[config.mk]
export PLATFORM = sky130hd
export DESIGN_NAME = rounded_rect_fill_spans
export DESIGN_NICKNAME = d
export VERILOG_FILES = /design/src/rrf_pkg.sv /design/src/rrf_front.sv /design/src/rrf_queue.sv /design/src/rrf_back.sv /design/src/rounded_rect_fill_spans.sv
export SDC_FILE = /design/constraint.sdc
export NUM_CORES = 1
export LEC_CHECK = 0
export BUFFER_PORTS_ARGS = -buffer_cell sky130_fd_sc_hd__buf_4
export CAP_MARGIN = 20
export CORE_ASPECT_RATIO = 0.9
export CORE_MARGIN = 10
export CORE_UTILIZATION = 35
export DETAILED_ROUTE_END_ITERATION = 6
export SYNTH_ARGS = -nofsm -noshare
export SYNTH_HDL_FRONTEND = slang
export SYNTH_SLANG_ARGS = --single-unit
[constraint.sdc]
create_clock -name clock -period 11.2 [get_ports clock]
set_input_delay 3.36 -clock clock [delete_from_list [all_inputs] [get_ports clock]]
set_output_delay 3.36 -clock clock [all_outputs]
set_load 0.01 [all_outputs]
[src/rrf_pkg.sv]
// Shared types and constants for the rounded rectangle fill span generator.
`default_nettype none
package rrf_pkg;

   // Largest corner radius accepted, and the coordinate grid size in bits.
   localparam int MAX_RADIUS  = 15;
   localparam int COORD_BITS  = 12;

   // Field widths fixed by the command and span formats.
   localparam int COORD_W     = 12;
   localparam int RAD_W       = 4;
   localparam int COLOR_W     = 32;

   // Grid is capped so every coordinate fits the 12-bit span fields.
   localparam int GRID        = (COORD_BITS < 12) ? (1 << COORD_BITS) : 4096;
   localparam int SUM_W       = COORD_W + 1;

   // Midpoint decision value range stays well inside this signed width.
   localparam int DEC_W       = RAD_W + 4;

   // Front-to-back command queue.
   localparam int QUEUE_DEPTH = 2;
   localparam int QPTR_W      = (QUEUE_DEPTH > 1) ? $clog2(QUEUE_DEPTH) : 1;
   localparam int QCNT_W      = $clog2(QUEUE_DEPTH + 1);

   // Classified command handed from the front to the back.
   typedef struct packed {
      logic               bad;
      logic [COORD_W-1:0] x;
      logic [COORD_W-1:0] w;
      logic [COORD_W-1:0] yu;
      logic [COORD_W-1:0] mid_h;
      logic [COORD_W-1:0] xl;
      logic [COORD_W-1:0] yb;
      logic [COORD_W-1:0] wm;
      logic [RAD_W-1:0]   radius;
      logic [COLOR_W-1:0] color;
   } cmd_type;

   typedef struct packed {
      logic full;
      logic empty;
   } q_status_type;

   typedef enum logic [1:0] {
      BK_IDLE,
      BK_MIDDLE,
      BK_ARC
   } back_state_type;

endpackage
`default_nettype wire

[src/rrf_front.sv]
// Front end: takes fill commands, checks the shape and precomputes span bases.
`default_nettype none
module rrf_front
   import rrf_pkg::*;
(
   input  wire logic               req_push,
   output logic                    req_full,
   input  wire logic [COORD_W-1:0] req_rect_x,
   input  wire logic [COORD_W-1:0] req_rect_y,
   input  wire logic [COORD_W-1:0] req_rect_w,
   input  wire logic [COORD_W-1:0] req_rect_h,
   input  wire logic [RAD_W-1:0]   req_corner_radius,
   input  wire logic [COLOR_W-1:0] req_fill_color,
   input  wire q_status_type       q_status,
   output logic                    q_push,
   output cmd_type                 q_cmd
);

   logic [COORD_W-1:0] r_ext;
   logic [COORD_W-1:0] r2_ext;
   logic [SUM_W-1:0]   x_end;
   logic [SUM_W-1:0]   y_end;
   logic               bad;

   assign req_full = q_status.full;
   assign q_push   = req_push && !q_status.full;

   always_comb begin
      r_ext  = COORD_W'(req_corner_radius);
      r2_ext = COORD_W'({req_corner_radius, 1'b0});
      x_end  = SUM_W'(req_rect_x) + SUM_W'(req_rect_w);
      y_end  = SUM_W'(req_rect_y) + SUM_W'(req_rect_h);
      bad    = (req_corner_radius > RAD_W'(MAX_RADIUS))
            || (req_rect_w < r2_ext)
            || (req_rect_h < r2_ext)
            || (SUM_W'(req_rect_x) >= SUM_W'(GRID))
            || (SUM_W'(req_rect_y) >= SUM_W'(GRID))
            || (x_end > SUM_W'(GRID))
            || (y_end > SUM_W'(GRID))
            || (y_end < (SUM_W'(req_corner_radius) + SUM_W'(1)));

      q_cmd.bad    = bad;
      q_cmd.x      = req_rect_x;
      q_cmd.w      = req_rect_w;
      q_cmd.yu     = req_rect_y + r_ext;
      q_cmd.mid_h  = req_rect_h - r2_ext;
      q_cmd.xl     = req_rect_x + r_ext;
      q_cmd.yb     = req_rect_y + req_rect_h - r_ext - COORD_W'(1);
      q_cmd.wm     = req_rect_w - r2_ext;
      q_cmd.radius = req_corner_radius;
      q_cmd.color  = req_fill_color;
   end

endmodule
`default_nettype wire

[src/rrf_queue.sv]
// Short command queue between the front end and the span sequencer.
`default_nettype none
module rrf_queue
   import rrf_pkg::*;
(
   input  wire logic    clock,
   input  wire logic    reset,
   input  wire logic    push,
   input  wire cmd_type push_cmd,
   input  wire logic    pop,
   output cmd_type      head_cmd,
   output q_status_type status
);

   cmd_type            entry_ff [QUEUE_DEPTH];
   logic [QPTR_W-1:0]  wr_ptr_ff;
   logic [QPTR_W-1:0]  wr_ptr_in;
   logic [QPTR_W-1:0]  rd_ptr_ff;
   logic [QPTR_W-1:0]  rd_ptr_in;
   logic [QCNT_W-1:0]  count_ff;
   logic [QCNT_W-1:0]  count_in;
   logic               do_push;
   logic               do_pop;

   assign status.full  = (count_ff == QCNT_W'(QUEUE_DEPTH));
   assign status.empty = (count_ff == '0);
   assign do_push      = push && !status.full;
   assign do_pop       = pop && !status.empty;
   assign head_cmd     = entry_ff[rd_ptr_ff];

   always_comb begin
      wr_ptr_in = wr_ptr_ff;
      rd_ptr_in = rd_ptr_ff;
      count_in  = count_ff;
      if (do_push) begin
         wr_ptr_in = (wr_ptr_ff == QPTR_W'(QUEUE_DEPTH - 1)) ? '0 : wr_ptr_ff + QPTR_W'(1);
      end
      if (do_pop) begin
         rd_ptr_in = (rd_ptr_ff == QPTR_W'(QUEUE_DEPTH - 1)) ? '0 : rd_ptr_ff + QPTR_W'(1);
      end
      if (do_push && !do_pop) begin
         count_in = count_ff + QCNT_W'(1);
      end else if (do_pop && !do_push) begin
         count_in = count_ff - QCNT_W'(1);
      end
   end

   always_ff @(posedge clock) begin
      if (reset) begin
         wr_ptr_ff <= '0;
         rd_ptr_ff <= '0;
         count_ff  <= '0;
      end else begin
         wr_ptr_ff <= wr_ptr_in;
         rd_ptr_ff <= rd_ptr_in;
         count_ff  <= count_in;
      end
   end

   always_ff @(posedge clock) begin
      if (do_push) begin
         entry_ff[wr_ptr_ff] <= push_cmd;
      end
   end

endmodule
`default_nettype wire

[src/rrf_back.sv]
// Back end: walks the midpoint circle, one span per cycle unless stalled.
`default_nettype none
module rrf_back
   import rrf_pkg::*;
(
   input  wire logic                clock,
   input  wire logic                reset,
   input  wire cmd_type             head_cmd,
   input  wire q_status_type        q_status,
   output logic                     q_pop,
   output logic                     rsp_empty,
   input  wire logic                rsp_pop,
   output logic [COORD_W-1:0]       rsp_span_x,
   output logic [COORD_W-1:0]       rsp_span_y,
   output logic [COORD_W-1:0]       rsp_span_w,
   output logic [COORD_W-1:0]       rsp_span_h,
   output logic [COLOR_W-1:0]       rsp_span_color,
   output logic                     rsp_last,
   output logic                     rsp_bad_shape
);

   back_state_type            state_ff;
   back_state_type            state_in;
   cmd_type                   cmd_ff;
   cmd_type                   cmd_in;
   logic [RAD_W-1:0]          px_ff;
   logic [RAD_W-1:0]          px_in;
   logic [RAD_W-1:0]          py_ff;
   logic [RAD_W-1:0]          py_in;
   logic signed [DEC_W-1:0]   d_ff;
   logic signed [DEC_W-1:0]   d_in;
   logic [1:0]                quad_ff;
   logic [1:0]                quad_in;

   logic                      out_valid_ff;
   logic                      out_valid_in;
   logic [COORD_W-1:0]        out_x_ff;
   logic [COORD_W-1:0]        out_x_in;
   logic [COORD_W-1:0]        out_y_ff;
   logic [COORD_W-1:0]        out_y_in;
   logic [COORD_W-1:0]        out_w_ff;
   logic [COORD_W-1:0]        out_w_in;
   logic [COORD_W-1:0]        out_h_ff;
   logic [COORD_W-1:0]        out_h_in;
   logic [COLOR_W-1:0]        out_color_ff;
   logic [COLOR_W-1:0]        out_color_in;
   logic                      out_last_ff;
   logic                      out_last_in;
   logic                      out_bad_ff;
   logic                      out_bad_in;

   logic                      advance;
   logic                      emit;
   logic [RAD_W-1:0]          off_a;
   logic [RAD_W-1:0]          off_b;
   logic signed [DEC_W-1:0]   d_inc;

   assign advance = !out_valid_ff || rsp_pop;

   always_comb begin
      state_in     = state_ff;
      cmd_in       = cmd_ff;
      px_in        = px_ff;
      py_in        = py_ff;
      d_in         = d_ff;
      quad_in      = quad_ff;
      q_pop        = 1'b0;
      emit         = 1'b0;
      out_x_in     = out_x_ff;
      out_y_in     = out_y_ff;
      out_w_in     = out_w_ff;
      out_h_in     = out_h_ff;
      out_color_in = out_color_ff;
      out_last_in  = out_last_ff;
      out_bad_in   = out_bad_ff;

      // Quadrant pairs 0/1 offset x by py, pairs 2/3 by px.
      off_a = quad_ff[1] ? px_ff : py_ff;
      off_b = quad_ff[1] ? py_ff : px_ff;
      if (d_ff[DEC_W-1]) begin
         d_inc = DEC_W'({px_ff, 1'b1});
      end else begin
         d_inc = DEC_W'({px_ff, 1'b1}) - DEC_W'({py_ff, 1'b0});
      end

      unique case (state_ff)
         BK_IDLE: begin
            if (!q_status.empty) begin
               q_pop    = 1'b1;
               cmd_in   = head_cmd;
               px_in    = '0;
               py_in    = head_cmd.radius;
               d_in     = DEC_W'(1) - DEC_W'(head_cmd.radius);
               quad_in  = '0;
               state_in = BK_MIDDLE;
            end
         end
         BK_MIDDLE: begin
            if (advance) begin
               emit = 1'b1;
               if (cmd_ff.bad) begin
                  out_x_in     = '0;
                  out_y_in     = '0;
                  out_w_in     = '0;
                  out_h_in     = '0;
                  out_color_in = '0;
                  out_last_in  = 1'b1;
                  out_bad_in   = 1'b1;
                  state_in     = BK_IDLE;
               end else begin
                  out_x_in     = cmd_ff.x;
                  out_y_in     = cmd_ff.yu;
                  out_w_in     = cmd_ff.w;
                  out_h_in     = cmd_ff.mid_h;
                  out_color_in = cmd_ff.color;
                  out_last_in  = 1'b0;
                  out_bad_in   = 1'b0;
                  state_in     = BK_ARC;
               end
            end
         end
         BK_ARC: begin
            if (advance) begin
               emit         = 1'b1;
               out_x_in     = cmd_ff.xl - COORD_W'(off_a);
               out_w_in     = cmd_ff.wm + COORD_W'({off_a, 1'b0});
               out_y_in     = quad_ff[0] ? (cmd_ff.yb + COORD_W'(off_b))
                                         : (cmd_ff.yu - COORD_W'(off_b));
               out_h_in     = COORD_W'(1);
               out_color_in = cmd_ff.color;
               out_bad_in   = 1'b0;
               out_last_in  = 1'b0;
               quad_in      = quad_ff + 2'd1;
               if (quad_ff == 2'd3) begin
                  if (px_ff < py_ff) begin
                     // Step the midpoint loop from the pre-step px and py.
                     d_in  = d_ff + d_inc;
                     px_in = px_ff + RAD_W'(1);
                     if (!d_ff[DEC_W-1]) begin
                        py_in = py_ff - RAD_W'(1);
                     end
                  end else begin
                     out_last_in = 1'b1;
                     state_in    = BK_IDLE;
                  end
               end
            end
         end
         default: begin
            state_in = BK_IDLE;
         end
      endcase

      if (emit) begin
         out_valid_in = 1'b1;
      end else if (rsp_pop) begin
         out_valid_in = 1'b0;
      end else begin
         out_valid_in = out_valid_ff;
      end
   end

   always_ff @(posedge clock) begin
      if (reset) begin
         state_ff     <= BK_IDLE;
         out_valid_ff <= 1'b0;
      end else begin
         state_ff     <= state_in;
         out_valid_ff <= out_valid_in;
      end
   end

   always_ff @(posedge clock) begin
      cmd_ff       <= cmd_in;
      px_ff        <= px_in;
      py_ff        <= py_in;
      d_ff         <= d_in;
      quad_ff      <= quad_in;
      out_x_ff     <= out_x_in;
      out_y_ff     <= out_y_in;
      out_w_ff     <= out_w_in;
      out_h_ff     <= out_h_in;
      out_color_ff <= out_color_in;
      out_last_ff  <= out_last_in;
      out_bad_ff   <= out_bad_in;
   end

   assign rsp_empty      = !out_valid_ff;
   assign rsp_span_x     = out_x_ff;
   assign rsp_span_y     = out_y_ff;
   assign rsp_span_w     = out_w_ff;
   assign rsp_span_h     = out_h_ff;
   assign rsp_span_color = out_color_ff;
   assign rsp_last       = out_last_ff;
   assign rsp_bad_shape  = out_bad_ff;

endmodule
`default_nettype wire

[src/rounded_rect_fill_spans.sv]
// Top level of the rounded rectangle fill span generator.
// A command passes the queue, the sequencer's command register and the result register
// before its first span shows on rsp_. It holds the sequencer for its spans (5 to 49), a
// rejected shape for its one span. The arc sequencer gives one span per cycle unless stalled.
// Up to two commands wait in the queue while the sequencer works.
// Reset (synchronous, active high) empties the queue and the result register.
`default_nettype none
module rounded_rect_fill_spans
   import rrf_pkg::*;
(
   input  wire logic               clock,
   input  wire logic               reset,
   // Command channel
   input  wire logic               req_push,
   output logic                    req_full,
   input  wire logic [COORD_W-1:0] req_rect_x,
   input  wire logic [COORD_W-1:0] req_rect_y,
   input  wire logic [COORD_W-1:0] req_rect_w,
   input  wire logic [COORD_W-1:0] req_rect_h,
   input  wire logic [RAD_W-1:0]   req_corner_radius,
   input  wire logic [COLOR_W-1:0] req_fill_color,
   // Span channel
   output logic                    rsp_empty,
   input  wire logic               rsp_pop,
   output logic [COORD_W-1:0]      rsp_span_x,
   output logic [COORD_W-1:0]      rsp_span_y,
   output logic [COORD_W-1:0]      rsp_span_w,
   output logic [COORD_W-1:0]      rsp_span_h,
   output logic [COLOR_W-1:0]      rsp_span_color,
   output logic                    rsp_last,
   output logic                    rsp_bad_shape
);

   // Front-to-back handoff: the front classifies a command in the cycle of its
   // transfer and the queue captures it together with the precomputed bases.
   q_status_type q_status;
   logic         q_push;
   logic         q_pop;
   cmd_type      push_cmd;
   cmd_type      head_cmd;

   // Classify: range and grid checks plus the arc base coordinates.
   rrf_front u_front (
      .req_push          (req_push),
      .req_full          (req_full),
      .req_rect_x        (req_rect_x),
      .req_rect_y        (req_rect_y),
      .req_rect_w        (req_rect_w),
      .req_rect_h        (req_rect_h),
      .req_corner_radius (req_corner_radius),
      .req_fill_color    (req_fill_color),
      .q_status          (q_status),
      .q_push            (q_push),
      .q_cmd             (push_cmd)
   );

   // Decouple: the front keeps taking commands while the back drains spans.
   rrf_queue u_queue (
      .clock    (clock),
      .reset    (reset),
      .push     (q_push),
      .push_cmd (push_cmd),
      .pop      (q_pop),
      .head_cmd (head_cmd),
      .status   (q_status)
   );

   // Sequence: middle band and four arc rows per midpoint step, or one error result
   // for a rejected shape, into a result register that advances when empty or popped.
   rrf_back u_back (
      .clock          (clock),
      .reset          (reset),
      .head_cmd       (head_cmd),
      .q_status       (q_status),
      .q_pop          (q_pop),
      .rsp_empty      (rsp_empty),
      .rsp_pop        (rsp_pop),
      .rsp_span_x     (rsp_span_x),
      .rsp_span_y     (rsp_span_y),
      .rsp_span_w     (rsp_span_w),
      .rsp_span_h     (rsp_span_h),
      .rsp_span_color (rsp_span_color),
      .rsp_last       (rsp_last),
      .rsp_bad_shape  (rsp_bad_shape)
   );

`ifndef SYNTHESIS
   // A rejected shape is always the single, final result of its command.
   a_bad_is_last: assert property (@(posedge clock) disable iff (reset)
      (!rsp_empty && rsp_bad_shape) |-> rsp_last)
      else $error("bad_shape result without last");

   // The error result carries zeroed geometry and color.
   a_bad_zero: assert property (@(posedge clock) disable iff (reset)
      (!rsp_empty && rsp_bad_shape) |->
         (rsp_span_w == '0 && rsp_span_h == '0 && rsp_span_color == '0))
      else $error("bad_shape result with nonzero payload");

   // The queue never reports full and empty at once.
   a_queue_status: assert property (@(posedge clock) disable iff (reset)
      !(q_status.full && q_status.empty))
      else $error("queue full and empty together");

   // Reset leaves no result waiting.
   a_reset_empty: assert property (@(posedge clock)
      reset |=> rsp_empty)
      else $error("result pending after reset");
`endif

endmodule
`default_nettype wire

# Yosys cells after proc, flatten, opt, wreduce, memory -nomap -nowiden
# Memory sizes are Yosys's and may differ from the RTL's. A register that Yosys moved wholly into a read port is not among the register bits.
# Index checks and enable logic that the tools add are counted.
# W data, S select, Z words.
[totals]
output_inout_bits = 84
mem_count = 1
elab_cells = 170
reg_bits = 224
ramBits = 242
inputBits = 88
[classes]
reduce_logical = 29
n_bitwise = 1
add_sub_neg = 24
n_lt_le_gt_ge = 7
n_eq_ne = 11
n_mux = 72
[memory_table]
columns = ["name", "words", "word_bits", "rd", "rd_ports_with_merged_regs", "write_ports", "line_no", "rtl"]
rows = [
  ["u_queue.entry_ff", 2, 121, 1, 1, 1, "rrf_queue.sv:15", "cmd_type entry_ff [QUEUE_DEPTH];"],
]
[op_table]
columns = ["operator", "count"]
rows = [
  ["$mux W12", 13],
  ["$mux W32", 3],
  ["$pmux W12 S2", 4],
  ["$pmux W32 S2", 1],
  ["$mux W4", 11],
  ["$mux W8", 5],
  ["$add A12 B4 Y12", 3],
  ["$sub A12 B4 Y12", 3],
  ["$add A12 B12 Y13", 2],
  ["$gt A13 B13 Y1 const B", 2],
  ["$lt A12 B5 Y1", 2],
  ["$sub A12 B5 Y12", 2],
  ["$mux W2", 10],
  ["$mux W1", 18],
  ["$pmux W4 S2", 2],
  ["$pmux W8 S2", 1],
  ["$lt A13 B13 Y1", 1],
  ["$add A12 B12 Y12", 1],
  ["$add A12 B5 Y12", 1],
  ["$sub A12 B1 Y12 const B", 1],
  ["$reduce_and A5 Y1", 2],
  ["$add A8 B8 Y8", 1],
  ["$ne A2 B1 Y1 const B", 4],
  ["$reduce_bool A2 Y1", 4],
  ["other kinds (25)", 47],
]

# Depth between registers and ports, before layout
# Gate-level depths: netlist of the first run.
[depth]
ltp_word = 8
mapped_depth = 13
mapped_depth_nobuf = 13

# Cells and area by module
# Synthesis of the first run repeated with hierarchy kept, for this count alone.
[hier_totals]
hier_cells = 1547
hier_area_um2 = 22063.7
[by_module_without_submodules]
columns = ["mod", "cells_each", "area_per_inst_um2", "instances"]
rows = [
  ["rrf_back", 668, 9531.6, 1],
  ["rrf_queue", 401, 8971.1, 1],
  ["rrf_front", 478, 3560.9, 1],
]

# Worst setup path after synthesis of the first run
# No wires, ideal clock.
[synth_timing]
kind = "input-to-reg"
startpoint = "input port req_push"
endpoint = "memory u_queue.entry_ff[0][0] in the netlist's numbering, enable pin"
required_ns = 10.600
setup_time_ns = 0.600
cell_stages = 2
path_slack_ns = 2.165
arrival_time_ns = 8.435
path_buffers = 0
path_cell_list = "nand2_1 -> nor2_1"
[synth_via]
elab_chain_cells = 4
[synth_lines]
columns = ["item", "line_no", "rtl"]
rows = [
  ["start: declaration", "rounded_rect_fill_spans.sv:14", "input wire logic req_push,"],
  ["$logic_and A1 B1 Y1", "rrf_front.sv:26", "assign q_push = req_push && !q_status.full;"],
  ["$logic_and A1 B1 Y1", "rrf_queue.sv:27", "assign do_push = push && !status.full;"],
  ["$mux W1", "rrf_queue.sv:61", "if (do_push) begin"],
  ["$mux W1 (implied by the code)", "rrf_queue.sv:62", "entry_ff[wr_ptr_ff] <= push_cmd;"],
  ["end: declaration", "rrf_queue.sv:15", ""],
]
# No other way between the ends.

==> impl_summary.txt, run 1 <==
----------------------------------------------------
[Setup path]
  Largest incremental delay on the critical path ... 0.58 ns
  Critical path data arrival time ... 5.91 ns
  Crit-path cells ... buf_4, inv_1, fa_1, inv_1, ha_1, a21o_1, a21oi_1, o21ai_0, a21oi_1, o21ai_0, o311ai_0
  Highest-delay cell along the critical path ... fa_1
  Crit path max fanout ... 4
  Critical path endpoint category ... flop
  Crit path required time ... 11.53 ns
  Critical path class ... input pin to flop
  Nature of the critical path startpoint ... input pin

[Synthesis]
  Post-synthesis net count ... 1700
  Syn Inst Count ... approximately 1500
  Dominant cell type by area after synthesis ... edfxtp_1
  Post-synth top cells ... edfxtp_1, mux2_2, inv_1, ha_1, nand2_1
  Most numerous cell in the Yosys netlist ... edfxtp_1
  Share of Yosys cell area claimed by the top area cell type ... between 60 and 70%
  Area contributors post-synth ... edfxtp_1, mux2_2, ha_1
  Post-Syn Area ... 0.0214 mm2
  Average footprint of a synthesized cell ... 14.3 um2
  Count of unique library cells instantiated by Yosys ... between 60 and 70
  Async S/R FF share, synth ... 0%
  Synthesis-stage register bit count ... 464
  YS warnings ... 0
  Ys flop type ... edfxtp_1
  EDFF count, synth ... between 400 and 500
  Proportion of synthesized chip area in sequential cells ... 64.8%

[Global route]
  Global-route wire length before repair ... about 74000 um
  Aggregate global-route resource usage ... about an eighth
  Vias in the first global route ... 12600
  Remaining global-route overflow ... 0
  Maximum number of pins on one net before global-route repair ... 64
  Antenna violations before repair ... 1

[Detailed routing]
  Residual antenna-violating net count after detailed routing ... 0
  Iter 0 DRT Violations ... 713
  Routed Wire Length ... between 40000 and 50000 um
  Number of remaining DRC errors ... 0
  Average wire per standard cell ... 19.1 um
  Routed via count divided by cell count ... 4.85
  Number of detailed-route iterations in the first pass ... 5
  Vias ... 12200

[Hold path]
  Hold/Removal Path Class ... flop to flop

[Timing]
  Clk_skew ... 0.0310 ns
  Actual slew at the worst max-slew pin ... between 0.9 and 1 ns
  Max-slew headroom ... 36.9%
  Max Clock Freq ... 179 MHz
  Count of pins over their slew limit ... 0
  Setup repair after global routing missed its margin ... no
  Number of failing hold endpoints at the final stage ... 0
  Final Critical Period ... approximately 5.6 ns
  Final setup violation count ... 0
  Final period util ... between 40% and 50%
  Setup TNS ... 0 ns

[Clock tree]
  CTS-repair resized insts ... 0
  Clock slew seen by the registers of the worst setup and hold paths ... 0.06 ns
  Post-CTS setup buffers ... 0
  Clock network latency to the later pin of the worst-skew pair ... 0.60 ns
  Number of CTS-inserted buffers ... 51
  Number of levels the H-tree was split into ... 2
  CTS Root Buffer Type ... clkbuf_16
  CTS tree ... built
  Number of buffers on the longest clock path ... 3
  Number of hold buffers added after CTS ... 0
  CTS sink count ... around 460

[Die]
  DIE HEIGHT ... 254 um
  Row count ... 85
  Area of the core ... approximately 0.06 mm2
  Number of top-level pins ... 172
  Die Outline Area ... between 0.07 and 0.08 mm2
  Initial Utilization ... 35.5%
  Die extent in x ... roughly 280 um

[Place]
  Placed instance area ... 0.0236 mm2
  DP Wirelength ... 33200 um
  Number of buffer cells added on primary ports ... 171
  Routability cong. ... 0.864

[Layout]
  Filler Cells Inserted ... roughly 5500
  Number of nets in the layout ... 1901
  Post-synthesis to final-layout area growth ... 18.6%
  Post-route cell area ... 0.0254 mm2
  Share of post-route cells with drive strength above 1 ... 22.9%

[Pwr]
  VDD IR max ... 0.155 mV
  Power per unit of standard cell area ... 269 mW/mm2
  Cell leakage power ... 9.42 nW

[Status]
  Result of the run ... complete, no violations

[Job]
  Max-capacitance violation count ... 0

----------------------------------------------------
## per-layer routing
| metal | wire (um) | global-route usage [%] | up-vias |
|---|---|---|---|
| li1 | - | - | 5883 |
| met1 | 21700 | 17.3 | 6007 |
| met2 | 22600 | 21.9 | 260 |
| met3 | 2590 | 2.82 | 77 |
| met4 | 1240 | 4.31 | 0 |
| met5 | 0 | 0 | - |
## where the power goes
part | internal (mW) | switching (mW) | leakage [nW] | total, mW
clock network | 1.02 | 0.684 | 0.815 | 1.71
registers | 2.71 | 0.256 | 4.36 | 2.97
logic | 0.909 | 1.24 | 4.24 | 2.15
## flip-flops by register name, indices dropped and copies added (netlist names), named ones only
name,count
u_back.out_valid_ff,1
u_back.state_ff,2
u_queue.entry_ff,240
u_back.d_ff,8
u_back.rsp_span_w,12
u_back.rsp_bad_shape,1
u_back.px_ff,4
u_back.py_ff,4
u_back.quad_ff,2
u_back.cmd_ff,116
u_back.rsp_span_h,12
u_back.rsp_span_y,12
u_back.rsp_last,1
u_queue.rd_ptr_ff,1
u_queue.wr_ptr_ff,1
u_queue.count_ff,2
u_back.rsp_span_x,12
u_back.rsp_span_color,32
## worst max-delay path: cells and delay by family
| family | cells | cell delay [ns] |
|---|---|---|
| adders and majority gates | 2 | 0.86 |
| AOI/OAI and AO/OA | 6 | 1.45 |
| buffers and inverters | 3 | 0.24 |
## per-stage QoR
step	setup WS [ns]	total power [mW]	hold WS, ns	std cells	utilization, %
floorplan	2.16	4.37	0.462	1495	-
global placement	5.15	5.12	0.473	2424	39.2
detailed placement	5.12	5.19	0.486	2426	39.3
CTS	5.62	6.94	0.496	2521	42.1
global route	5.49	7.27	0.516	2522	42.1
finish	5.62	6.83	0.494	2522	42.1
## cell usage in the layout, fill, tap and decap left out, types with 6 or more instances in the layout
cell type | synthesis | routed
clkbuf_1 | 24 | 13
mux2i_1 | 21 | 21
buf_4 | 0 | 183
and2_1 | 51 | 50
ha_1 | 100 | 100
nand3_1 | 20 | 20
a21o_1 | 16 | 16
nor2b_1 | 17 | 17
and3_1 | 8 | 7
nor2_1 | 70 | 68
fa_1 | 17 | 17
clkbuf_16 | 0 | 52
a21oi_1 | 49 | 49
o21bai_1 | 6 | 6
bufinv_16 | 0 | 7
o21a_1 | 11 | 11
nand2b_1 | 14 | 14
nor3_1 | 28 | 28
or2_2 | 6 | 6
or3_1 | 8 | 8
o21ai_0 | 65 | 65
xnor2_1 | 67 | 67
dfxtp_1 | 8 | 7
clkinv_1 | 0 | 6
clkinvlp_4 | 0 | 6
clkinv_2 | 0 | 7
inv_1 | 111 | 110
edfxtp_1 | 456 | 456
xor2_1 | 38 | 38
a211oi_1 | 7 | 7
nand2_1 | 72 | 72
mux2_2 | 118 | 118
## cell families after synthesis
kind of cell	after synthesis	share of synthesized area [%]
AO/OA/AOI/OAI	204	6.13
XOR/XNOR	105	4.30
adder cells (fa/ha/maj)	117	7.44
buffers and inverters	147	2.58
flip-flops	464	64.8
multiplexers	139	7.20
AND/OR/NAND/NOR	319	7.54
## layout make-up
class | instances | area [um2] | area share, %
antenna | 1 | 2.50 | 0.00987
clock buffer | 66 | 1360 | 5.38
clock inverter | 29 | 347 | 1.37
inverter | 111 | 419 | 1.65
multi-input combinational | 884 | 7000 | 27.6
sequential | 464 | 13900 | 54.6
tap | 783 | 980 | 3.86
timing repair buffer | 184 | 1390 | 5.50
## path summary, 6_finish.rpt
check,startpoint,cells past startpoint,to,slack [ns]
worst max register to register,u_back.quad_ff[1]$_SDFFCE_PN0P_,11,u_back.rsp_span_w[8]$_DFFE_PP_,7.92
worst min-delay path,u_back.state_ff[1]$_SDFFE_PP0P_,2,u_back.state_ff[1]$_SDFFE_PP0P_,0.49
worst max-delay path,req_rect_y[2],11,u_queue.entry_ff[1][58]$_DFFE_PP_,5.62
worst min register to register,u_back.state_ff[1]$_SDFFE_PP0P_,2,u_back.state_ff[1]$_SDFFE_PP0P_,0.49
Note: power is estimated with default switching activity, not from simulation.
==> run 2, diff against run 1 <==
==> constraint.sdc (replaced) <==
create_clock -name clock -period 5.1 [get_ports clock]
set_input_delay 1.53 -clock clock [delete_from_list [all_inputs] [get_ports clock]]
set_output_delay 1.53 -clock clock [all_outputs]
set_load 0.01 [all_outputs]
==> run 2 against run 1 <==
  * Sequential share of layout area rose by 0.23 points
  * Register-to-register slack worse by 6.0 ns
  * Non-clock buffer count is 2 higher
  * First-iteration DRC count fell by 2.5%
  * Critical path type unchanged
  * Final area shrank 0.42%
  * Utilization down 0.18 points
  * Sequential cell count is the same
  * Critical path depth did not move
  * Largest power group unchanged
  * Clock power grew 100%
  * Hold slack gained 0.016 ns
  * Worst setup slack got worse by 4.2 ns
  * Sequential power is 120% higher
==> impl_summary.txt, run 2 (synthesis gave the netlist of run 1 again) <==
----------------------------------------------------
[Timing]
  Count of pins over their slew limit ... 0 (unchanged)
  Setup TNS ... 0 ns (unchanged)
  Max-slew headroom ... 30.6% (was 36.9%)
  Final period util ... around 72%
  Clk_skew ... 0.0331 ns (was 0.0310 ns)
  Number of failing hold endpoints at the final stage ... 0 (unchanged)
  Final Critical Period ... 3.68 ns
  Max Clock Freq ... between 200 and 300 MHz
  Actual slew at the worst max-slew pin ... 1.04 ns (was 0.946 ns)
  Final setup violation count ... 0 (unchanged)
  Setup repair after global routing missed its margin ... no (unchanged)

[Pwr]
  VDD IR max ... 0.282 mV (was 0.155 mV)
  Cell leakage power ... 9.38 nW (was 9.42 nW)
  Power per unit of standard cell area ... 585 mW/mm2 (was 269 mW/mm2)
  Post-route total power ... 14.8 mW (was 6.83 mW)

[Clock tree]
  CTS Root Buffer Type ... clkbuf_16 (unchanged)
  CTS tree ... built (unchanged)
  Clock slew seen by the registers of the worst setup and hold paths ... 0.06 ns (about the same)
  Number of CTS-inserted buffers ... 50 (was 51)
  Number of levels the H-tree was split into ... 2 (unchanged)
  Post-CTS setup buffers ... 0 (unchanged)
  Number of hold buffers added after CTS ... 0 (unchanged)
  CTS sink count ... 464 (unchanged)
  CTS-repair resized insts ... 0 (unchanged)
  Clock network latency to the later pin of the worst-skew pair ... 0.60 ns (about the same)
  Number of buffers on the longest clock path ... 3 (unchanged)

[Place]
  Number of buffer cells added on primary ports ... 171 (unchanged)
  DP Wirelength ... 33400 um (was 33200 um)
  Routability cong. ... 0.824 (was 0.864)

[Setup path]
  Nature of the critical path startpoint ... input pin (unchanged)
  Crit path max fanout ... 4 (unchanged)
  Crit path required time ... 5.44 ns (was 11.53 ns)
  Critical path class ... input pin to flop (unchanged)
  Critical path data arrival time ... 4.02 ns (was 5.91 ns)
  Critical path endpoint category ... flop (unchanged)

[Die]
  Area of the core ... 0.0602 mm2 (unchanged)
  Die extent in x ... 281 um (unchanged)
  Number of top-level pins ... 172 (unchanged)
  Die Outline Area ... 0.0714 mm2 (unchanged)
  Row count ... 85 (unchanged)
  DIE HEIGHT ... 254 um (unchanged)
  Initial Utilization ... 35.5% (unchanged)

[Detailed routing]
  Average wire per standard cell ... 19.2 um (was 19.1 um)
  Vias ... 12200 (about the same)
  Routed via count divided by cell count ... 4.84 (was 4.85)
  Routed Wire Length ... 48300 um (was 48100 um)
  Residual antenna-violating net count after detailed routing ... 0 (unchanged)
  Iter 0 DRT Violations ... 695 (was 713)
  Number of detailed-route iterations in the first pass ... 5 (unchanged)
  Number of remaining DRC errors ... 0 (unchanged)

[Global route]
  Remaining global-route overflow ... 0 (unchanged)
  Maximum number of pins on one net before global-route repair ... 99 (was 64)
  Aggregate global-route resource usage ... 13.4% (was 13.3%)
  Antenna violations before repair ... 1 (unchanged)
  Global-route wire length before repair ... 74300 um (was 74000 um)
  Vias in the first global route ... 12800 (was 12600)

[Layout]
  Commonest non-fill, non-tap cell in the layout ... edfxtp_1 (unchanged)
  Most flop-heavy register ... u_queue.entry_ff (unchanged)
  Top library cells by usage in the layout, fill and taps aside ... edfxtp_1, buf_4, mux2_2 (unchanged)
  Number of nets in the layout ... 1902 (was 1901)
  Filler Cells Inserted ... 5539 (was 5458)
  Number of flip-flops in the largest register ... 240 (unchanged)
  Post-synthesis to final-layout area growth ... 18.1% (was 18.6%)
  Share of post-route cells with drive strength above 1 ... 22.9% (about the same)

[Hold path]
  Hold/Removal Path Class ... flop to flop (unchanged)

[Status]
  Result of the run ... complete, no violations (unchanged)

[Job]
  Max-capacitance violation count ... 0 (unchanged)

----------------------------------------------------
## run 2: cell count changes in the layout (fill, tap and decap cells not counted), sizes merged
cell | before | now
inv | 112 | 113
bufinv | 7 | 4
clkinvlp | 6 | 4
clkinv | 15 | 21
clkbuf | 66 | 60
buf | 184 | 186
## run 2: worst max-delay path, cell delays in order
cell and delay [ns]:
buf_4 0.13, inv_1 0.07, fa_1 0.58, inv_1 0.06, ha_1 0.28, a21o_1 0.18
a21oi_1 0.21, o21ai_0 0.11, a21oi_1 0.22, o21ai_0 0.20, o311ai_0 0.45
## run 2: cell type report
type                            instances  area (um2)  area share (%)
Clock buffer                           60        1300            5.14
Tap cell                              783         980            3.88
Inverter                              111         419            1.66
Timing Repair Buffer                  186        1420            5.63
Multi-Input combinational cell        884        7000            27.7
Clock inverter                         31         277            1.10
Antenna cell                            1        2.50         0.00991
Sequential cell                       464       13900            54.9
## run 2: power breakdown
| group | leakage (nW) | switching [mW] | total [mW] | internal, mW |
|---|---|---|---|---|
| combinational | 4.26 | 2.74 | 4.75 | 2.01 |
| clock | 0.764 | 1.48 | 3.50 | 2.02 |
| sequential | 4.36 | 0.560 | 6.52 | 5.96 |
## run 2: final timing paths
check	cells after the start	slack, ns	from	end
setup / recovery	11	1.42	req_rect_y[2]	u_queue.entry_ff[1][58]$_DFFE_PP_
setup reg to reg	12	1.93	u_back.px_ff[0]$_SDFFCE_PN0P_	u_back.d_ff[7]$_DFFE_PP_
hold reg to reg	2	0.51	u_back.state_ff[1]$_SDFFE_PP0P_	u_back.state_ff[1]$_SDFFE_PP0P_
hold / removal	2	0.51	u_back.state_ff[1]$_SDFFE_PP0P_	u_back.state_ff[1]$_SDFFE_PP0P_
## run 2: per-stage QoR
stage / worst slack [ns] / std cells / instance area [um2] / utilization [%] / hold WS (ns)
3_3_place_gp: 0.887 / 2427 / 23700 / 39.3 / 0.471
3_5_place_dp: 0.832 / 2428 / 23700 / 39.3 / 0.491
4_1_cts: 1.45 / 2519 / 25200 / 41.9 / 0.509
5_1_grt: 1.22 / 2520 / 25300 / 41.9 / 0.523
2_1_floorplan: 0.260 / 1495 / 21400 / - / 0.462
6_report: 1.42 / 2520 / 25300 / 41.9 / 0.510
## run 2: layer usage
layer	share of wire, %	GRT usage (%)	routed length, um	vias up
met1	45	17.5	21900	5986
met5	0	0	0	-
met4	2.5	4.42	1210	0
met3	4.9	2.83	2360	75
li1	-	-	-	5888
met2	47	22.1	22800	239
